### config.mk
export PLATFORM = sky130hd
export DESIGN_NAME = suc_frame_seq
export DESIGN_NICKNAME = d
export VERILOG_FILES = /design/src/suc_pkg.sv /design/src/suc_frame_seq.sv
export SDC_FILE = /design/constraint.sdc
export NUM_CORES = 1
export LEC_CHECK = 0
export CELL_PAD_IN_SITES_DETAIL_PLACEMENT = 0
export CELL_PAD_IN_SITES_GLOBAL_PLACEMENT = 1
export CORE_MARGIN = 1.5
export CORE_UTILIZATION = 43
export CTS_BUF_LIST = sky130_fd_sc_hd__clkbuf_16
export DETAILED_ROUTE_END_ITERATION = 6
export DONT_BUFFER_PORTS = 1
export PLACE_DENSITY_LB_ADDON = 0.1
export SETUP_SLACK_MARGIN = 0.4
export SYNTH_ARGS = -nofsm -noshare
export SYNTH_HDL_FRONTEND = slang
export SYNTH_SLANG_ARGS = --single-unit
### constraint.sdc
create_clock -name clk -period 3 [get_ports clk]
set_input_delay 0.3 -clock clk [delete_from_list [all_inputs] [get_ports clk]]
set_output_delay 0.3 -clock clk [all_outputs]
set_load 0.02 [all_outputs]
### src/suc_pkg.sv
// Shared types, constants and tables of the sound unit control block.
`timescale 1ns / 1ps
`default_nettype none
package suc_pkg;

	typedef enum logic [1:0] {
		OP_TICK  = 2'd0,
		OP_WRITE = 2'd1,
		OP_READ  = 2'd2,
		OP_NONE  = 2'd3
	} op_t;

	localparam logic [4:0] REG_P0_CTRL  = 5'h00;
	localparam logic [4:0] REG_P0_SWEEP = 5'h01;
	localparam logic [4:0] REG_P0_LO    = 5'h02;
	localparam logic [4:0] REG_P0_HI    = 5'h03;
	localparam logic [4:0] REG_P1_CTRL  = 5'h04;
	localparam logic [4:0] REG_P1_SWEEP = 5'h05;
	localparam logic [4:0] REG_P1_LO    = 5'h06;
	localparam logic [4:0] REG_P1_HI    = 5'h07;
	localparam logic [4:0] REG_TRI_LIN  = 5'h08;
	localparam logic [4:0] REG_TRI_LO   = 5'h0A;
	localparam logic [4:0] REG_TRI_HI   = 5'h0B;
	localparam logic [4:0] REG_NS_CTRL  = 5'h0C;
	localparam logic [4:0] REG_NS_PER   = 5'h0E;
	localparam logic [4:0] REG_NS_LEN   = 5'h0F;
	localparam logic [4:0] REG_STATUS   = 5'h15;
	localparam logic [4:0] REG_FRAME    = 5'h17;

	localparam logic [14:0] Q1_STEP   = 15'd3729;
	localparam logic [14:0] Q2_STEP   = 15'd7457;
	localparam logic [14:0] Q3_STEP   = 15'd11186;
	localparam logic [14:0] END4_STEP = 15'd14915;
	localparam logic [14:0] END5_STEP = 15'd18641;
	localparam logic [15:0] PERIOD_MAX = 16'h07FF;
	localparam logic [3:0]  LEVEL_FULL = 4'hF;

	typedef struct packed {
		logic [1:0]  op;
		logic [4:0]  reg_offset;
		logic [7:0]  write_data;
	} req_t;

	typedef struct packed {
		logic [7:0]  read_data;
		logic        irq_pulse;
		logic [10:0] pulse_a_period;
		logic [10:0] pulse_b_period;
		logic [1:0]  pulse_a_duty;
		logic [1:0]  pulse_b_duty;
		logic [3:0]  pulse_a_volume;
		logic [3:0]  pulse_b_volume;
		logic [10:0] tri_period;
		logic        tri_active;
		logic [11:0] noise_period;
		logic [3:0]  noise_volume;
	} rsp_t;

	// quarter and half frame strobes from the sequencer
	typedef struct packed {
		logic quarter;
		logic half;
	} frame_clk_t;

	function automatic logic [7:0] length_lookup(input logic [4:0] idx);
		logic [7:0] r;
		case (idx)
			5'd0: r = 8'd10;   5'd1: r = 8'd254; 5'd2: r = 8'd20;  5'd3: r = 8'd2;
			5'd4: r = 8'd40;   5'd5: r = 8'd4;   5'd6: r = 8'd80;  5'd7: r = 8'd6;
			5'd8: r = 8'd160;  5'd9: r = 8'd8;   5'd10: r = 8'd60; 5'd11: r = 8'd10;
			5'd12: r = 8'd14;  5'd13: r = 8'd12; 5'd14: r = 8'd26; 5'd15: r = 8'd14;
			5'd16: r = 8'd12;  5'd17: r = 8'd16; 5'd18: r = 8'd24; 5'd19: r = 8'd18;
			5'd20: r = 8'd48;  5'd21: r = 8'd20; 5'd22: r = 8'd96; 5'd23: r = 8'd22;
			5'd24: r = 8'd192; 5'd25: r = 8'd24; 5'd26: r = 8'd72; 5'd27: r = 8'd26;
			5'd28: r = 8'd16;  5'd29: r = 8'd28; 5'd30: r = 8'd32; default: r = 8'd30;
		endcase
		return r;
	endfunction

	function automatic logic [11:0] noise_lookup(input logic [3:0] idx);
		logic [11:0] r;
		case (idx)
			4'd0: r = 12'd4;     4'd1: r = 12'd8;     4'd2: r = 12'd16;   4'd3: r = 12'd32;
			4'd4: r = 12'd64;    4'd5: r = 12'd96;    4'd6: r = 12'd128;  4'd7: r = 12'd160;
			4'd8: r = 12'd202;   4'd9: r = 12'd254;   4'd10: r = 12'd380; 4'd11: r = 12'd508;
			4'd12: r = 12'd762;  4'd13: r = 12'd1016; 4'd14: r = 12'd2034;
			default: r = 12'd4068;
		endcase
		return r;
	endfunction

endpackage
`default_nettype wire

### src/suc_frame_seq.sv
// Frame sequencer: counter, mode, quarter/half strobes and interrupt.
`timescale 1ns / 1ps
`default_nettype none
module suc_frame_seq
	import suc_pkg::*;
(
	input  wire logic       clk,
	input  wire logic       arst_n,
	input  wire logic       tick,
	input  wire logic       frame_wr,
	input  wire logic [7:0] wdata,
	output frame_clk_t      fclk,
	output logic            irq_set,
	output logic            irq_inhibit_wr
);
	logic [14:0] count_q;
	logic [7:0]  mode_q;
	logic [14:0] cnt_inc;
	logic [14:0] last_step;
	logic        hit;

	always_comb begin
		cnt_inc   = count_q + 15'd1;
		last_step = mode_q[7] ? END5_STEP : END4_STEP;
		hit = (cnt_inc == Q1_STEP) || (cnt_inc == Q2_STEP) || (cnt_inc == Q3_STEP)
			|| (cnt_inc == last_step);
		fclk.quarter = tick && hit;
		fclk.half    = tick && hit && (cnt_inc != Q1_STEP) && (cnt_inc != Q3_STEP);
		irq_set      = tick && hit && (cnt_inc == END4_STEP) && !mode_q[6];
		irq_inhibit_wr = frame_wr && wdata[6];
	end

	always_ff @(posedge clk or negedge arst_n) begin
		if (!arst_n) begin
			count_q <= '0;
			mode_q  <= '0;
		end else if (frame_wr) begin
			mode_q  <= wdata;
			count_q <= '0;
		end else if (tick) begin
			// wrap at the end of either sequence only when that step is active
			if (hit && (cnt_inc == END4_STEP || cnt_inc == END5_STEP))
				count_q <= '0;
			else
				count_q <= cnt_inc;
		end
	end
endmodule
`default_nettype wire

==> impl_metrics.csv <==
group,metric,value,unit
hold_path,hold_path.class,"in -> reg",
synth,yosysWarnings,0,
place,dpl.hpwl,3960,um
floorplanning,io-pin-count,16,
synth,synth_area,1630,um2
routing,route.antenna.remaining_nets,0,
synth,post_synth_fa_ha_maj_area_fraction,3.07,%
clock_network,clock_insertion_delay_worst_skew,250,ps
worst_setup_path,worstSetupPathDepth,10,
worst_setup_path,worstReg2RegEnd,"count_q[7]$_DFFE_PN0P_",
worst_setup_path,worst-path-buf-inv,2,
synth,syn_nets,223,
sta,fin_skew,5.47,ps
worst_setup_path,critPathCaptureType,"primary output",
synth,syn_area_per_cell,7.87,um2
clock_network,h_tree_lvls,1,
synth,netlist.top_cell.by_area,"dfrtp_1",
worst_setup_path,setup.worst_path.start_class,"flop",
global_routing,first_pass_grt_wire_length,8980,um
synth,async_reset_ff_share,100,%
finish,most-common-layout-cells,"buf_4, nor2_1, dfrtp_1",
synth,synth_flop_cell,"dfrtp_1",
synth,synth_top_family_by_area,"simple AND/OR/NAND/NOR gates",
worst_setup_path,top_delay_family_on_crit_path,"simple AND/OR/NAND/NOR gates",
sta,worst_slew_pin_slew,887,ps
run,cap_viol_max_count,0,
sta,max_freq,0.308,GHz
routing,avgRoutedWirePerCell,18.5,um
sta,rsz0062_at_grt,"true",
worst_setup_path,timing.critical_path.cells,"nand4_1, buf_6, o31ai_4, nand3b_1, or4b_1, a2111o_1, nand3_2, nand2_4, nor4_4, buf_4",
clock_network,clkSlewWorstSetupHoldPaths,60,ps
finish,final_layout_size_suffix_gt1_share,32.4,%
synth,synth_top_cell_area_share,26.1,%
synth,synth_enable_flop_cells,0,
routing,initialDrtViolationCount,191,
finish,n_fill_cell,310,
finish,fin_nets,261,
clock_network,numCtsBuffers,3,
worst_setup_path,reg2reg_depth,13,
sta,report.final.hold_viol_count,0,
finish,multi_input_logic_area,1200,um2
global_routing,grt_remaining_overflow,0,
synth,ys_ff_latch,17,
worst_setup_path,r2r_start,"count_q[5]$_DFFE_PN0P_",
pwr,power.ir.vdd_worst,278,uV
synth,synth_compound_gate_area_share,20.7,%
routing,vias_per_cell,6.34,
pwr,power_leakage,0.881,nW
hold_path,hold-path-endpoint,"count_q[8]$_DFFE_PN0P_",
synth,syn-instance-count,207,
worst_setup_path,cp_slowest_cell,"or4b_1",
synth,synthDistinctLibCells,54,
finish,final_core_area_utilization,60.5,%
floorplanning,floorplan_die_height,64.6,um
sta,layout_setup_ws,-250,ps
sta,post-route-period-util,108,%
clock_network,clock_sinks,17,
clock_network,cts.root.buffer_cell,"clkbuf_16",
worst_setup_path,reg2reg_setup_slack,-230,ps
routing,dr.pass1.iters,4,
floorplanning,die-area,4170,um2
outcome,status,"complete, but fails checks",
synth,synth_sequential_area_ratio,26.1,%
outcome,violations,"setup timing",
synth,post_synth_and_or_nand_nor_area_fraction,32.0,%
sta,final.min_clock_period,3250,ps
global_routing,gr-usage-all-layers,27.8,%
worst_setup_path,timing.critical_path.fanout_max,5,
finish,area.growth.synth_to_final,36.0,%
worst_setup_path,criticalPathCategory,"reg -> out",
global_routing,maximum_number_of_pins_on_one_net_before_global_route_repair,18,
clock_network,cts_tree,"built",
hold_path,min-delay-start,"frame_wr",
floorplanning,core_area,3660,um2
hold_path,min_delay_path_depth,1,
global_routing,first_global_vias,1772,
worst_setup_path,worst-endpoint-required,2700,ps
place,total_of_buffers_placed_on_input_and_output_ports,0,
routing,routed_wirelength,5410,um
floorplanning,fp.dieW,64.6,um
sta,maxSlewViolCount,0,
finish,antenna_cells_inserted,0,
routing,post-route-drc-count,0,
sta,slew_headroom,40.7,%
routing,dr_total_vias,1852,
place,gp_routability_congestion,0.944,
worst_setup_path,cp.arrival,2950,ps
finish,most_common_cell_after_layout_fill_and_taps_aside,"buf_4",
sta,timing.final.setup_violations,13,
floorplanning,std_cell_rows,22,
synth,synth_xor_area_share,9.14,%
synth,synth_top_cells_by_area,"dfrtp_1, xnor2_1, nor3_1",
global_routing,grt_antenna_before_repair,0,
synth,synth_mux_area_share,2.00,%
place,place_worst_setup_slack,31.9,ps
clock_network,clockBufferDepth,2,
pwr,power-per-cell-area,277,nW/um2
finish,sequential_cell_area,427,um2
floorplanning,initial_core_utilization,44.5,%
worst_setup_path,critical-path-max-stage-delay,550,ps
## how the worst max path moves through the flow
stage	startpoint	end
finish	count_q[5]$_DFFE_PN0P_	irq_set
global route	count_q[0]$_DFFE_PN0P_	irq_set
CTS	count_q[0]$_DFFE_PN0P_	irq_set
detailed placement	count_q[0]$_DFFE_PN0P_	irq_set
global placement	count_q[0]$_DFFE_PN0P_	irq_set
floorplan	count_q[7]$_DFFE_PN0P_	irq_set
## area by class of cell
cell class	instances	share of cell area (%)
clock inverter	1	0.339
timing repair buffer	50	18.1
sequential	17	19.3
clock buffer	3	3.39
inverter	11	1.98
tap	48	2.71
multi-input combinational	162	54.3
## where the power goes
part	switching (mW)	leakage [nW]	internal [mW]
combinational	0.0500	0.614	0.0393
clock	0.100	0.0371	0.180
sequential	0.00883	0.230	0.236
## flip-flops by register name, summed over array words and instances (netlist names)
register  flops
mode_q        2
count_q      15
## logic make-up (layout without fill, tap and decap cells)
family	count (synthesis)	in the layout
DFF	17	17
xor gates and xnor gates	17	17
adders and majority gates	4	4
AOI/OAI and AO/OA	47	47
and+or+nand+nor	91	91
muxes	3	3
buffers and inverters	28	65
## cell usage after synthesis (3+ instances only)
library cell  number
and3_1             3
nand2_1           12
dfrtp_1           17
clkbuf_1          10
xor2_1             5
nor3_1            15
o21ai_0            9
o2111ai_1          3
nor4_1             4
nand4_1           10
o21ai_1            3
nand3_1           12
inv_1             11
o22ai_1            5
a21oi_1            6
nor2_1            16
xnor2_1           12
ha_1               4
buf_2              5
a2bb2oi_1          3
and4_1             4
## stage by stage
stage / total power [mW] / cells / instance area, um2 / TNS, ps / hold WS [ps]
2_1_floorplan: 0.297 / 207 / 1700 / 0 / 4.41
4_1_cts: 0.611 / 289 / 2150 / -1160 / 103
3_3_place_gp: 0.321 / 272 / 1920 / 0 / 5.10
5_1_grt: 0.639 / 292 / 2220 / -3880 / 98.9
3_5_place_dp: 0.322 / 272 / 1920 / 0 / 5.15
6_report: 0.615 / 292 / 2220 / -2540 / 104
## routing by layer
metal	part of all wire, %	global-route usage (%)
met1	44	39.2
met2	46	44.7
met3	6.4	2.43
met4	2.7	9.31
met5	0	0
## timing repair
action | CTS | global route
pin swaps | 7 | 3
hold buffers | 1 | 0
setup endpoints to repair | 13 | 13
setup buffers | 12 | 3
gates cloned | 0 | 0
endpoints found under the hold margin | 17 | 0
gates resized for setup | 13 | 9
## worst register-to-register path, stage by stage, from the launching register on
cell and delay [ps]:
dfrtp_1 390, nand4_1 230, buf_6 220, o31ai_4 180, nand3b_1 120, or4b_1 550, a2111o_1 490, buf_6 140
buf_6 100, buf_6 100, a31oi_4 260, buf_6 150, a2bb2oi_2 120, nor2_1 60
(Power assumes the default switching activity.)
