[src/suc_pkg.sv]
// Shared types, constants and tables of the sound unit control block.
`timescale 1ns / 1ps
`default_nettype none
package suc_pkg;

	typedef enum logic [1:0] {
		OP_TICK  = 2'd0,
		OP_WRITE = 2'd1,
		OP_READ  = 2'd2,
		OP_NONE  = 2'd3
	} op_t;

	localparam logic [4:0] REG_P0_CTRL  = 5'h00;
	localparam logic [4:0] REG_P0_SWEEP = 5'h01;
	localparam logic [4:0] REG_P0_LO    = 5'h02;
	localparam logic [4:0] REG_P0_HI    = 5'h03;
	localparam logic [4:0] REG_P1_CTRL  = 5'h04;
	localparam logic [4:0] REG_P1_SWEEP = 5'h05;
	localparam logic [4:0] REG_P1_LO    = 5'h06;
	localparam logic [4:0] REG_P1_HI    = 5'h07;
	localparam logic [4:0] REG_TRI_LIN  = 5'h08;
	localparam logic [4:0] REG_TRI_LO   = 5'h0A;
	localparam logic [4:0] REG_TRI_HI   = 5'h0B;
	localparam logic [4:0] REG_NS_CTRL  = 5'h0C;
	localparam logic [4:0] REG_NS_PER   = 5'h0E;
	localparam logic [4:0] REG_NS_LEN   = 5'h0F;
	localparam logic [4:0] REG_STATUS   = 5'h15;
	localparam logic [4:0] REG_FRAME    = 5'h17;

	localparam logic [14:0] Q1_STEP   = 15'd3729;
	localparam logic [14:0] Q2_STEP   = 15'd7457;
	localparam logic [14:0] Q3_STEP   = 15'd11186;
	localparam logic [14:0] END4_STEP = 15'd14915;
	localparam logic [14:0] END5_STEP = 15'd18641;
	localparam logic [15:0] PERIOD_MAX = 16'h07FF;
	localparam logic [3:0]  LEVEL_FULL = 4'hF;

	typedef struct packed {
		logic [1:0]  op;
		logic [4:0]  reg_offset;
		logic [7:0]  write_data;
	} req_t;

	typedef struct packed {
		logic [7:0]  read_data;
		logic        irq_pulse;
		logic [10:0] pulse_a_period;
		logic [10:0] pulse_b_period;
		logic [1:0]  pulse_a_duty;
		logic [1:0]  pulse_b_duty;
		logic [3:0]  pulse_a_volume;
		logic [3:0]  pulse_b_volume;
		logic [10:0] tri_period;
		logic        tri_active;
		logic [11:0] noise_period;
		logic [3:0]  noise_volume;
	} rsp_t;

	// quarter and half frame strobes from the sequencer
	typedef struct packed {
		logic quarter;
		logic half;
	} frame_clk_t;

	function automatic logic [7:0] length_lookup(input logic [4:0] idx);
		logic [7:0] r;
		case (idx)
			5'd0: r = 8'd10;   5'd1: r = 8'd254; 5'd2: r = 8'd20;  5'd3: r = 8'd2;
			5'd4: r = 8'd40;   5'd5: r = 8'd4;   5'd6: r = 8'd80;  5'd7: r = 8'd6;
			5'd8: r = 8'd160;  5'd9: r = 8'd8;   5'd10: r = 8'd60; 5'd11: r = 8'd10;
			5'd12: r = 8'd14;  5'd13: r = 8'd12; 5'd14: r = 8'd26; 5'd15: r = 8'd14;
			5'd16: r = 8'd12;  5'd17: r = 8'd16; 5'd18: r = 8'd24; 5'd19: r = 8'd18;
			5'd20: r = 8'd48;  5'd21: r = 8'd20; 5'd22: r = 8'd96; 5'd23: r = 8'd22;
			5'd24: r = 8'd192; 5'd25: r = 8'd24; 5'd26: r = 8'd72; 5'd27: r = 8'd26;
			5'd28: r = 8'd16;  5'd29: r = 8'd28; 5'd30: r = 8'd32; default: r = 8'd30;
		endcase
		return r;
	endfunction

	function automatic logic [11:0] noise_lookup(input logic [3:0] idx);
		logic [11:0] r;
		case (idx)
			4'd0: r = 12'd4;     4'd1: r = 12'd8;     4'd2: r = 12'd16;   4'd3: r = 12'd32;
			4'd4: r = 12'd64;    4'd5: r = 12'd96;    4'd6: r = 12'd128;  4'd7: r = 12'd160;
			4'd8: r = 12'd202;   4'd9: r = 12'd254;   4'd10: r = 12'd380; 4'd11: r = 12'd508;
			4'd12: r = 12'd762;  4'd13: r = 12'd1016; 4'd14: r = 12'd2034;
			default: r = 12'd4068;
		endcase
		return r;
	endfunction

endpackage
`default_nettype wire

[src/suc_pulse.sv]
// One pulse channel: envelope, sweep, length counter and period gate.
`timescale 1ns / 1ps
`default_nettype none
module suc_pulse
	import suc_pkg::*;
(
	input  wire logic       clk,
	input  wire logic       arst_n,
	input  wire logic       ones_comp,
	input  wire logic       tick,
	input  wire frame_clk_t fclk,
	input  wire logic       enable,
	input  wire logic       wr,
	input  wire logic [1:0] wsel,
	input  wire logic [7:0] wdata,
	output logic [10:0]     period,
	output logic [1:0]      duty,
	output logic [3:0]      volume,
	output logic            len_nz
);
	logic [15:0] now_q, now_d;
	logic [10:0] base_q, base_d;
	logic [7:0]  len_q, len_d;
	logic [3:0]  envp_q, envp_d, envd_q, envd_d, lvl_q, lvl_d;
	logic [2:0]  swp_q, swp_d, swd_q, swd_d, sws_q, sws_d;
	logic [1:0]  duty_q, duty_d;
	logic [7:0]  fl_q, fl_d;
	logic [15:0] delta;

	always_comb begin
		now_d = now_q; base_d = base_q; len_d = len_q; envp_d = envp_q;
		envd_d = envd_q; lvl_d = lvl_q; swp_d = swp_q; swd_d = swd_q;
		sws_d = sws_q; duty_d = duty_q; fl_d = fl_q;
		delta = {5'd0, base_q >> sws_q};
		if (fl_q[3])
			delta = ones_comp ? ~delta : (16'd0 - delta);
		if (wr) begin
			case (wsel)
				2'd0: begin
					duty_d = wdata[7:6];
					fl_d[5:4] = wdata[5:4];
					envp_d = wdata[3:0];
				end
				2'd1: begin
					swp_d = wdata[6:4];
					fl_d[7] = wdata[7];
					fl_d[3] = wdata[3];
					fl_d[1] = 1'b1;
					sws_d = wdata[2:0];
				end
				2'd2: begin
					base_d = {base_q[10:8], wdata};
					now_d = {5'd0, base_d};
				end
				default: begin
					len_d = length_lookup(wdata[7:3]);
					base_d = {wdata[2:0], base_q[7:0]};
					now_d = {5'd0, base_d};
					fl_d[0] = 1'b1;
				end
			endcase
		end else if (tick) begin
			if (fclk.quarter) begin
				if (fl_q[0]) begin
					envd_d = envp_q; lvl_d = LEVEL_FULL; fl_d[0] = 1'b0;
				end else if (envd_q == 4'd0) begin
					if (lvl_q != 4'd0) lvl_d = lvl_q - 4'd1;
					else if (fl_q[5]) lvl_d = LEVEL_FULL;
					envd_d = envp_q;
				end else begin
					envd_d = envd_q - 4'd1;
				end
			end
			if (fclk.half) begin
				if (!fl_q[5] && len_q != 8'd0) len_d = len_q - 8'd1;
				if (swd_q == 3'd0 || fl_q[1]) begin
					if (swd_q == 3'd0 && fl_q[7]) now_d = now_q + delta;
					swd_d = swp_q;
					fl_d[1] = 1'b0;
				end else begin
					swd_d = swd_q - 3'd1;
				end
			end
			if (!enable) len_d = 8'd0;
			if (now_d < 16'd8 || now_d > PERIOD_MAX || len_d == 8'd0) now_d = 16'd0;
		end
	end

	always_ff @(posedge clk or negedge arst_n) begin
		if (!arst_n) begin
			now_q <= '0; base_q <= '0; len_q <= '0; envp_q <= '0; envd_q <= '0;
			lvl_q <= '0; swp_q <= '0; swd_q <= '0; sws_q <= '0; duty_q <= '0; fl_q <= '0;
		end else begin
			now_q <= now_d; base_q <= base_d; len_q <= len_d; envp_q <= envp_d;
			envd_q <= envd_d; lvl_q <= lvl_d; swp_q <= swp_d; swd_q <= swd_d;
			sws_q <= sws_d; duty_q <= duty_d; fl_q <= fl_d;
		end
	end

	assign period = now_q[10:0];
	assign duty   = duty_q;
	assign volume = fl_q[4] ? envp_q : lvl_q;
	assign len_nz = len_q != 8'd0;
endmodule
`default_nettype wire

[config.mk]
export PLATFORM = sky130hd
export DESIGN_NAME = suc_pulse
export DESIGN_NICKNAME = d
export VERILOG_FILES = /design/src/suc_pkg.sv /design/src/suc_pulse.sv
export SDC_FILE = /design/constraint.sdc
export NUM_CORES = 1
export LEC_CHECK = 0
export BUFFER_PORTS_ARGS = -buffer_cell sky130_fd_sc_hd__buf_2
export CAP_MARGIN = 40
export CELL_PAD_IN_SITES_DETAIL_PLACEMENT = 1
export CELL_PAD_IN_SITES_GLOBAL_PLACEMENT = 1
export CORE_ASPECT_RATIO = 1.25
export CORE_UTILIZATION = 45
export CTS_CLUSTER_SIZE = 40
export DETAILED_ROUTE_END_ITERATION = 8
export PLACE_DENSITY = 0.78
export SLEW_MARGIN = 25
export SYNTH_ARGS = -nofsm -noshare
export SYNTH_HDL_FRONTEND = slang
export SYNTH_SLANG_ARGS = --single-unit
[constraint.sdc]
create_clock -name clk -period 7.02 [get_ports clk]
set_input_delay 0.702 -clock clk [delete_from_list [all_inputs] [get_ports clk]]
set_output_delay 0.702 -clock clk [all_outputs]
set_load 0.02 [all_outputs]
==> reports/results.ini <==
[pwr]
swShare_pct=44.23
powerDensity_nw_per_um2=349.6
comb_power_share_pct=51.1
p_clk_share_pct=21.9
irDropWorstVdd_mv=0.1906
switching_power_uw=951.5
seq_power_share_pct=27.1
p_leak_nw=2.623
p_int_mw=1.200

[global_routing]
grt_antenna_before_repair=0
grt_overflow=0
grt_first_pass_wirelength_mm=27.48
grt_max_degree=65
grt_most_used_layer=met2
grt_pass1_vias=5347
grt_use_total_pct=26.90
met3_usage_pct=2.954
met1_usage_pct=33.21
grt_use_met2_pct=46.94

[yosys]
ys_seq_elements=64
synth_edf_count=0
syn-instance-count=675
synth_fp_nets=723
yosysWarningCount=0
synth.distinct_cells=78
netlist_area_um2=5665
async_flop_share_pct=100.0
synthFlopType=dfrtp_1
ys_seq_area_share_pct=28.27
synth_area_per_cell_um2=8.393

[cells_and_area]
layout_common_cells=64 x dfrtp_1, 63 x nand2_1, 62 x o21ai_0
final_area_um2=6153
final_common_cell=dfrtp_1
instances_no_fill=847
nFillCells=1464
n_antenna_cell=0
drive_gt1_share_pct=15.81
area_delta_synth_final_pct=8.613
layout.nets=727

[die]
start_util_pct=46.37
die_y_um=127.5
dieArea_um2=13050
io_pins=36
core_um2=12220
row_count=45
die_width_um=102.4

[setup_path]
critPathRequiredTime_ps=7250
path_delay_family=compound AO/OA/AOI/OAI gates
r2r-end=now_q[3]$_DFFE_PN0P_
r2r_cells=17
cpMaxStageDelayCell=dfrtp_1
critPathKind=reg -> reg
startpoint_type=flop
max_stage_delay_ps=780
path_buf_inv=0
crit_chain=mux4_1 -> a21oi_1 -> ha_1 -> nand3b_1 -> or2_2 -> nor2_1 -> o22ai_1 -> a22o_1 -> ha_1 -> a211oi_1 -> o21ai_0 -> a211oi_1 -> a21oi_1 -> nor4b_1 -> mux2i_1 -> o2111ai_2 -> o32ai_1
crit_path_end_kind=flop
path_max_fanout=20
crit-reg2reg-launch=sws_q[0]$_DFFE_PN0P_
crit_arrival_ps=5660
r2r_setup_slack_ps=1590

[sta]
max-slew-margin-rel_pct=54.32
tns_ps=0
skew_ps=6.743
finalHoldViolCount=0
clock.fmax_ghz=0.1843
fin_ws_ps=1594
period_needed_ps=5426
grt_setup_unrepaired=no
finalCritPeriodShare_pct=77.29
tightest_slew_ps=682.2
finalSetupViolCount=0
slew_violations=0

[place]
place_area_um2=5821
place_inst=829
routabilityCongestion=0.8400
port_buffers=35
dpl_worst_slack_ps=1611
dp.final_hpwl_mm=12.52

[drt]
num_vias=5191
first_iter_violations=199
vias_per_cell=6.129
first_pass_iters=4
drc=0
wirelength_mm=16.57
wire_per_inst_um=19.56
ant_nets=0

[clock_tree]
cts.path.max_buffers=2
h-tree-depth=3
post_cts_resized=0
path_clk_slew_ps=60
hold_buffers=0
tritoncts=built
clkSinkCount=64
post-cts-setup-buffers=0
clkLatencyLatePin_ps=330
cts_root_buffer=clkbuf_16
numCtsBuffers=9

[run_status]
status=finished, final reports clean

[run]
drv_cap=0

[hold_path]
hold_class=in -> async

[synthesized netlist by cell type, drive strengths merged, types with 15 or more instances]
cell / number / area, um2
nor2: 56 / 210.2
buf: 24 / 165.2
mux2: 35 / 394.1
nand2: 64 / 247.7
a21oi: 44 / 220.2
clkbuf: 24 / 91.33
o21ai: 63 / 315.3
nor3: 18 / 95.09
a211oi: 15 / 117.6
inv: 25 / 93.84
ha: 29 / 362.9
dfrtp: 64 / 1602
mux2i: 16 / 160.2
[registers in the layout (all words and copies together) (netlist names), 3 cells and up]
register	count
swd_q	3
swp_q	3
envp_q	4
fl_q	6
sws_q	3
len_q	8
now_q	16
base_q	11
lvl_q	4
envd_q	4
[final cells by class]
cell class | count | area [um2] | share of cell area (%)
inverters | 25 | 93.84 | 1.525
repair buffers | 41 | 231.5 | 3.762
well taps | 164 | 205.2 | 3.335
flip-flops and latches | 64 | 1602 | 26.03
clock buffers | 11 | 232.7 | 3.782
multi-input cells | 538 | 3719 | 60.43
clock inverters | 4 | 70.07 | 1.139
[through the flow]
stage	power, mW	hold WS (ps)	util, %
finish	2.151	336.6	50.36
global route	2.305	370.2	50.36
CTS	2.145	507.5	50.12
detailed placement	1.667	496.0	47.64
global placement	1.619	480.3	47.45
floorplan	1.414	406.4	-
[worst max path at each step]
stage,from,to,slack [ps],cells past startpoint
after CTS,sws_q[0]$_DFFE_PN0P_,now_q[3]$_DFFE_PN0P_,1600,17
after global placement,sws_q[0]$_DFFE_PN0P_,now_q[4]$_DFFE_PN0P_,1910,17
after floorplan,sws_q[0]$_DFFE_PN0P_,now_q[4]$_DFFE_PN0P_,2660,20
final,sws_q[0]$_DFFE_PN0P_,now_q[3]$_DFFE_PN0P_,1590,17
after detailed placement,sws_q[0]$_DFFE_PN0P_,now_q[3]$_DFFE_PN0P_,1610,17
after global routing,sws_q[0]$_DFFE_PN0P_,now_q[3]$_DFFE_PN0P_,1090,17
[logic make-up after synthesis]
logic type               count (synthesis)  synth area share (%)
buffers and inverters                   73                 6.184
AO/OA/AOI/OAI                          218                 25.51
adder cells (fa/ha/maj)                 30                 6.758
AND/OR/NAND/NOR                        220                 19.77
multiplexers                            54                 11.04
XOR/XNOR                                16                 2.474
flip-flops                              64                 28.27
[power groups by stage]
stage | combinational (mW) | clock, mW | sequential [mW]
after floorplan | 0.889 | 0 | 0.525
after global placement | 1.04 | 0 | 0.577
after detailed placement | 1.08 | 0 | 0.585
after CTS | 1.09 | 0.474 | 0.580
after global routing | 1.22 | 0.491 | 0.597
final | 1.10 | 0.470 | 0.582
[metal layers]
layer | part of all wire (%) | wire, um
met4 | 3.5 | 572
met2 | 51 | 8519
met5 | 0 | 0
met3 | 2.0 | 325
met1 | 43 | 7152
Power figures use the tool's default switching activity.
