## src/suc_pkg.sv

```systemverilog
// Shared types, constants and tables of the sound unit control block.
`timescale 1ns / 1ps
`default_nettype none
package suc_pkg;

	typedef enum logic [1:0] {
		OP_TICK  = 2'd0,
		OP_WRITE = 2'd1,
		OP_READ  = 2'd2,
		OP_NONE  = 2'd3
	} op_t;

	localparam logic [4:0] REG_P0_CTRL  = 5'h00;
	localparam logic [4:0] REG_P0_SWEEP = 5'h01;
	localparam logic [4:0] REG_P0_LO    = 5'h02;
	localparam logic [4:0] REG_P0_HI    = 5'h03;
	localparam logic [4:0] REG_P1_CTRL  = 5'h04;
	localparam logic [4:0] REG_P1_SWEEP = 5'h05;
	localparam logic [4:0] REG_P1_LO    = 5'h06;
	localparam logic [4:0] REG_P1_HI    = 5'h07;
	localparam logic [4:0] REG_TRI_LIN  = 5'h08;
	localparam logic [4:0] REG_TRI_LO   = 5'h0A;
	localparam logic [4:0] REG_TRI_HI   = 5'h0B;
	localparam logic [4:0] REG_NS_CTRL  = 5'h0C;
	localparam logic [4:0] REG_NS_PER   = 5'h0E;
	localparam logic [4:0] REG_NS_LEN   = 5'h0F;
	localparam logic [4:0] REG_STATUS   = 5'h15;
	localparam logic [4:0] REG_FRAME    = 5'h17;

	localparam logic [14:0] Q1_STEP   = 15'd3729;
	localparam logic [14:0] Q2_STEP   = 15'd7457;
	localparam logic [14:0] Q3_STEP   = 15'd11186;
	localparam logic [14:0] END4_STEP = 15'd14915;
	localparam logic [14:0] END5_STEP = 15'd18641;
	localparam logic [15:0] PERIOD_MAX = 16'h07FF;
	localparam logic [3:0]  LEVEL_FULL = 4'hF;

	typedef struct packed {
		logic [1:0]  op;
		logic [4:0]  reg_offset;
		logic [7:0]  write_data;
	} req_t;

	typedef struct packed {
		logic [7:0]  read_data;
		logic        irq_pulse;
		logic [10:0] pulse_a_period;
		logic [10:0] pulse_b_period;
		logic [1:0]  pulse_a_duty;
		logic [1:0]  pulse_b_duty;
		logic [3:0]  pulse_a_volume;
		logic [3:0]  pulse_b_volume;
		logic [10:0] tri_period;
		logic        tri_active;
		logic [11:0] noise_period;
		logic [3:0]  noise_volume;
	} rsp_t;

	// quarter and half frame strobes from the sequencer
	typedef struct packed {
		logic quarter;
		logic half;
	} frame_clk_t;

	function automatic logic [7:0] length_lookup(input logic [4:0] idx);
		logic [7:0] r;
		case (idx)
			5'd0: r = 8'd10;   5'd1: r = 8'd254; 5'd2: r = 8'd20;  5'd3: r = 8'd2;
			5'd4: r = 8'd40;   5'd5: r = 8'd4;   5'd6: r = 8'd80;  5'd7: r = 8'd6;
			5'd8: r = 8'd160;  5'd9: r = 8'd8;   5'd10: r = 8'd60; 5'd11: r = 8'd10;
			5'd12: r = 8'd14;  5'd13: r = 8'd12; 5'd14: r = 8'd26; 5'd15: r = 8'd14;
			5'd16: r = 8'd12;  5'd17: r = 8'd16; 5'd18: r = 8'd24; 5'd19: r = 8'd18;
			5'd20: r = 8'd48;  5'd21: r = 8'd20; 5'd22: r = 8'd96; 5'd23: r = 8'd22;
			5'd24: r = 8'd192; 5'd25: r = 8'd24; 5'd26: r = 8'd72; 5'd27: r = 8'd26;
			5'd28: r = 8'd16;  5'd29: r = 8'd28; 5'd30: r = 8'd32; default: r = 8'd30;
		endcase
		return r;
	endfunction

	function automatic logic [11:0] noise_lookup(input logic [3:0] idx);
		logic [11:0] r;
		case (idx)
			4'd0: r = 12'd4;     4'd1: r = 12'd8;     4'd2: r = 12'd16;   4'd3: r = 12'd32;
			4'd4: r = 12'd64;    4'd5: r = 12'd96;    4'd6: r = 12'd128;  4'd7: r = 12'd160;
			4'd8: r = 12'd202;   4'd9: r = 12'd254;   4'd10: r = 12'd380; 4'd11: r = 12'd508;
			4'd12: r = 12'd762;  4'd13: r = 12'd1016; 4'd14: r = 12'd2034;
			default: r = 12'd4068;
		endcase
		return r;
	endfunction

endpackage
`default_nettype wire

```

## src/suc_tri_noise.sv

```systemverilog
// Triangle and noise channels: lengths, linear counter, noise envelope.
`timescale 1ns / 1ps
`default_nettype none
module suc_tri_noise
	import suc_pkg::*;
(
	input  wire logic       clk,
	input  wire logic       arst_n,
	input  wire logic       tick,
	input  wire frame_clk_t fclk,
	input  wire logic [1:0] enable,
	input  wire logic       wr,
	input  wire logic [4:0] waddr,
	input  wire logic [7:0] wdata,
	output logic [10:0]     tri_period,
	output logic            tri_active,
	output logic [11:0]     noise_period,
	output logic [3:0]      noise_volume,
	output logic [1:0]      len_nz
);
	logic [10:0] tper_q, tper_d;
	logic [7:0]  tlen_q, tlen_d;
	logic [6:0]  tlin_q, tlin_d, trel_q, trel_d;
	logic        tctl_q, tctl_d, trld_q, trld_d;
	logic [11:0] nper_q, nper_d;
	logic [7:0]  nlen_q, nlen_d;
	logic [3:0]  nenp_q, nenp_d, nend_q, nend_d, nlvl_q, nlvl_d;
	logic        nrld_q, nrld_d, ncv_q, ncv_d, nloop_q, nloop_d;

	always_comb begin
		tper_d = tper_q; tlen_d = tlen_q; tlin_d = tlin_q; trel_d = trel_q;
		tctl_d = tctl_q; trld_d = trld_q; nper_d = nper_q; nlen_d = nlen_q;
		nenp_d = nenp_q; nend_d = nend_q; nlvl_d = nlvl_q; nrld_d = nrld_q;
		ncv_d = ncv_q; nloop_d = nloop_q;
		if (wr) begin
			case (waddr)
				REG_TRI_LIN: begin
					tctl_d = wdata[7]; trld_d = 1'b1; trel_d = wdata[6:0];
				end
				REG_TRI_LO: tper_d = {tper_q[10:8], wdata};
				REG_TRI_HI: begin
					tlen_d = length_lookup(wdata[7:3]);
					tper_d = {wdata[2:0], tper_q[7:0]};
					trld_d = 1'b1;
				end
				REG_NS_CTRL: begin
					nloop_d = wdata[5]; ncv_d = wdata[4]; nenp_d = wdata[3:0];
				end
				REG_NS_PER: nper_d = noise_lookup(wdata[3:0]);
				REG_NS_LEN: begin
					nlen_d = length_lookup(wdata[7:3]); nrld_d = 1'b1;
				end
				default: ;
			endcase
		end else if (tick) begin
			if (fclk.quarter) begin
				if (trld_q) tlin_d = trel_q;
				else if (tlin_q != 7'd0) tlin_d = tlin_q - 7'd1;
				if (!tctl_q) trld_d = 1'b0;
				if (nrld_q) begin
					nend_d = nenp_q; nlvl_d = LEVEL_FULL; nrld_d = 1'b0;
				end else if (nend_q == 4'd0) begin
					if (nlvl_q != 4'd0) nlvl_d = nlvl_q - 4'd1;
					else if (nloop_q) nlvl_d = LEVEL_FULL;
					nend_d = nenp_q;
				end else begin
					nend_d = nend_q - 4'd1;
				end
			end
			if (fclk.half) begin
				if (!tctl_q && tlen_q != 8'd0) tlen_d = tlen_q - 8'd1;
				if (!nloop_q && nlen_q != 8'd0) nlen_d = nlen_q - 8'd1;
			end
			if (!enable[0]) tlen_d = 8'd0;
			if (!enable[1]) nlen_d = 8'd0;
		end
	end

	always_ff @(posedge clk or negedge arst_n) begin
		if (!arst_n) begin
			tper_q <= '0; tlen_q <= '0; tlin_q <= '0; trel_q <= '0; tctl_q <= 1'b0;
			trld_q <= 1'b0; nper_q <= '0; nlen_q <= '0; nenp_q <= '0; nend_q <= '0;
			nlvl_q <= '0; nrld_q <= 1'b0; ncv_q <= 1'b0; nloop_q <= 1'b0;
		end else begin
			tper_q <= tper_d; tlen_q <= tlen_d; tlin_q <= tlin_d; trel_q <= trel_d;
			tctl_q <= tctl_d; trld_q <= trld_d; nper_q <= nper_d; nlen_q <= nlen_d;
			nenp_q <= nenp_d; nend_q <= nend_d; nlvl_q <= nlvl_d; nrld_q <= nrld_d;
			ncv_q <= ncv_d; nloop_q <= nloop_d;
		end
	end

	assign tri_period   = tper_q;
	assign tri_active   = (tlen_q != 8'd0) && (tlin_q != 7'd0);
	assign noise_period = nper_q;
	assign noise_volume = (nlen_q == 8'd0) ? 4'd0 : (ncv_q ? nenp_q : nlvl_q);
	assign len_nz       = {nlen_q != 8'd0, tlen_q != 8'd0};
endmodule
`default_nettype wire

```

## config.mk

```make
export PLATFORM = sky130hd
export DESIGN_NAME = suc_tri_noise
export DESIGN_NICKNAME = d
export VERILOG_FILES = /design/src/suc_pkg.sv /design/src/suc_tri_noise.sv
export SDC_FILE = /design/constraint.sdc
export NUM_CORES = 1
export LEC_CHECK = 0
export ABC_CLOCK_PERIOD_IN_PS = 2000
export BUFFER_PORTS_ARGS = -buffer_cell sky130_fd_sc_hd__buf_2
export CORE_ASPECT_RATIO = 1.5
export CORE_MARGIN = 5
export CORE_UTILIZATION = 58
export DETAILED_ROUTE_END_ITERATION = 7
export PLACE_DENSITY_LB_ADDON = 0.08
export REMOVE_ABC_BUFFERS = 1
export SYNTH_ARGS = -nofsm -noshare
export SYNTH_HDL_FRONTEND = slang
export SYNTH_SLANG_ARGS = --single-unit
```

## constraint.sdc

```tcl
create_clock -name clk -period 2 [get_ports clk]
set_input_delay 0.1 -clock clk [delete_from_list [all_inputs] [get_ports clk]]
set_output_delay 0.1 -clock clk [all_outputs]
set_load 0.1 [all_outputs]
```

==> impl_metrics.env <==
export IMPL_dr_pass1_iters=4
export IMPL_violations="negative setup slack"
export IMPL_min_path_type="primary input to register"
export IMPL_crit_type="register to output port"
export IMPL_cts_root_buf="clkbuf_8"
export IMPL_ant_nets=0
export IMPL_vdd_ir_drop_worst_mv=0.845
export IMPL_endpoint_kind="output port"
export IMPL_rows=37
export IMPL_syn_instance_count=466
export IMPL_antenna_found_initial=0
export IMPL_clk_pin_slew_ns=0.07
export IMPL_syn_area_per_cell_sq_um=8.62
export IMPL_finalSetupViolations=2
export IMPL_die_area_sq_um=8720
export IMPL_h_tree_depth=3
export IMPL_routabilityCongestion=0.843
export IMPL_cp_arrival_ns=1.93
export IMPL_fin_nets=556
export IMPL_combPwrFrac=0.439
export IMPL_p_leak_nw=2.21
export IMPL_grt_usage=0.246
export IMPL_stdcell_area_sq_um=4700
export IMPL_clock_sinks=69
export IMPL_vias=3652
export IMPL_wl_per_cell_microns=16.6
export IMPL_yosysTopAreaCell="dfrtp_1"
export IMPL_grt_pass1_vias=3658
export IMPL_final_cell_mix="69 x dfrtp_1, 67 x nand2_1, 56 x o21ai_0"
export IMPL_cap_violations=0
export IMPL_power_density_nw_per_um2=1190
export IMPL_cts_max_path_buffers=2
export IMPL_fmax_ghz=0.493
export IMPL_diodes=0
export IMPL_async_flop_share=1.00
export IMPL_yosys_warnings=0
export IMPL_numPortBuffers=49
export IMPL_slew_viol_final=0
export IMPL_synth_top_cells_by_area="dfrtp_1 43%, o21ai_0 7.4%, nand2_1 6.3%"
export IMPL_period_share=1.02
export IMPL_final_cells=604
export IMPL_synth_top_area_share=0.430
export IMPL_grt_first_pass_wirelength_mm=17.4
export IMPL_hpwlAfterDp_mm=7.12
export IMPL_drt_iter0_drc=220
export IMPL_switching_share=0.449
export IMPL_pwr_share_seq=0.348
export IMPL_start_util=0.590
export IMPL_hold_viol_final=0
export IMPL_skew_ns=0.00475
export IMPL_drc_errors=0
export IMPL_layout_commonest_cell="dfrtp_1"
export IMPL_clk_latency_ns=0.34
export IMPL_drive_above_1_share=0.213
export IMPL_ios=51
export IMPL_finalCriticalPeriod_ns=2.03
export IMPL_coreArea_sq_um=6810
export IMPL_synth_seq_area_share=0.430
export IMPL_status="finished with violations"
export IMPL_place_inst=578
export IMPL_grt_max_degree=70
export IMPL_worstSetupStartpointType="register"
export IMPL_die_width_microns=77.9
export IMPL_worstPathMaxFanout=2
export IMPL_cts_tree="yes"
export IMPL_internal_power_w=0.00309
export IMPL_rsz0062_at_grt="true"
export IMPL_ys_ff_latch=69
export IMPL_multi_input_area_sq_um=2120
export IMPL_required_ns=1.90
export IMPL_yosysUniqueCellTypes=66
export IMPL_synth_ff_type="dfrtp_1"
export IMPL_clkPwrFrac=0.212
export IMPL_wirelength_mm=10.0
export IMPL_synth_edff_count=0
export IMPL_setup_ws_ns=-0.0300
export IMPL_p_switching_w=0.00252
export IMPL_cts_made_buffers=9
export IMPL_ff_latch_area_sq_um=1730
export IMPL_dpl_cell_area_sq_um=4360
export IMPL_synthesis_area_sq_um=4020
export IMPL_areaGrowthSynthToFinish_pct=17.1
export IMPL_worst_slew_pin_slew_ns=0.506
export IMPL_via_per_inst=6.05
export IMPL_grt_overflow=0
export IMPL_die_y_microns=112
export IMPL_fill_cells=573
export IMPL_slew_headroom=0.660
==> final cells by class <==
| cell class | count | share of cell area |
|---|---|---|
| well taps | 78 | 0.0208 |
| repair buffers | 73 | 0.0990 |
| clock inverters | 3 | 0.00904 |
| multi-input cells | 346 | 0.451 |
| clock buffers | 13 | 0.0359 |
| flip-flops and latches | 69 | 0.367 |
| inverters | 22 | 0.0176 |
==> per-stage QoR <==
step / hold WS [ns] / worst slack [ns] / total power, W / utilization / setup TNS (ns)
6_report: 0.0685 / -0.0300 / 0.00562 / 0.691 / -0.0473
2_1_floorplan: -0.196 / -0.351 / 0.00374 / - / -1.03
3_3_place_gp: 0.155 / 0.0789 / 0.00423 / 0.640 / 0
3_5_place_dp: 0.151 / 0.0482 / 0.00429 / 0.640 / 0
5_1_grt: 0.0892 / -0.0888 / 0.00594 / 0.691 / -0.457
4_1_cts: 0.0517 / -0.0368 / 0.00561 / 0.681 / -0.0590
==> worst paths after layout <==
check | cells past startpoint | slack [ns] | from | endpoint
worst max-delay path | 4 | -0.03 | tlen_q[5] | tri_active
worst min-delay path | 3 | 0.07 | wdata[4] | tri_period[4]
worst max register to register | 6 | 0 | tlen_q[5] | tlen_q[5]
worst min register to register | 2 | 0.47 | noise_period[1] | noise_period[1]
max in group asynchronous | 3 | 1.38 | arst_n | tri_period[6]
min in group asynchronous | 3 | 0.29 | arst_n | nlvl_q[1]
==> routing by layer <==
| layer | track usage | up-vias | wire [microns] |
|---|---|---|---|
| met3 | 0.0591 | 19 | 424 |
| met5 | 0 | - | 0 |
| li1 | - | 1768 | - |
| met1 | 0.297 | 1774 | 4040 |
| met2 | 0.416 | 91 | 5300 |
| met4 | 0.103 | 0 | 248 |
==> state kept, by name (all words and copies together), names as in the netlist <==
name	cells
noise_period	11
tri_period	11
nlen_q	8
tlen_q	8
tlin_q	7
trel_q	7
nend_q	4
nenp_q	4
nlvl_q	4
ncv_q	1
nloop_q	1
nrld_q	1
tctl_q	1
trld_q	1
==> critical path, cell delays in order, from the launching register on <==
cell and delay (ns):
dfrtp_1 0.38, or4_4 0.54, or3_4 0.35, o31a_1 0.14, buf_12 0.17
==> cells in the mapped netlist (3+ instances only) <==
library cell and number:
ha_1 14, nor2_1 35, a21oi_1 23, nand2_1 67
o21ai_0 59, o31ai_1 4, nand3_1 13, or3_1 5
inv_1 22, a22o_1 6, o31a_1 5, mux2i_1 5
dfrtp_1 69, nor2b_1 6, a31oi_1 7, clkbuf_1 23
nor3_1 19, nand2b_1 7, a211oi_1 3, nand3b_1 3
mux2_2 6, buf_2 3, nor3b_1 3, o21a_1 4
==> what timing repair did <==
item / 4_1_cts / 5_1_grt
gates resized for setup: 10 / 8
pin swaps: 3 / 3
cloned: 0 / 1
hold buffers: 1 / 0
endpoints found under the setup margin: 6 / 10
endpoints found under the hold margin: 69 / 0
buffers inserted: 3 / 5
==> kinds of logic (layout without fill, tap and decap cells) <==
family                   after synthesis  after routing  synth area share
buffers and inverters                 52            111            0.0523
other                                  1              1          0.000934
AO/OA/AOI/OAI                        144            145             0.235
multiplexers                          11             11            0.0293
AND/OR/NAND/NOR                      175            175             0.209
adder cells (fa/ha/maj)               14             14            0.0436
flip-flops                            69             69             0.430
==> power groups by stage <==
| stage | Sequential (W) | Clock, W | Combinational (W) |
|---|---|---|---|
| 2_1_floorplan | 0.00249 | 0 | 0.00126 |
| 6_report | 0.00196 | 0.00119 | 0.00247 |
| 5_1_grt | 0.00200 | 0.00129 | 0.00265 |
| 3_5_place_dp | 0.00197 | 0 | 0.00232 |
| 3_3_place_gp | 0.00196 | 0 | 0.00227 |
| 4_1_cts | 0.00195 | 0.00122 | 0.00245 |
No activity file was read; power rests on OpenSTA's default activity.
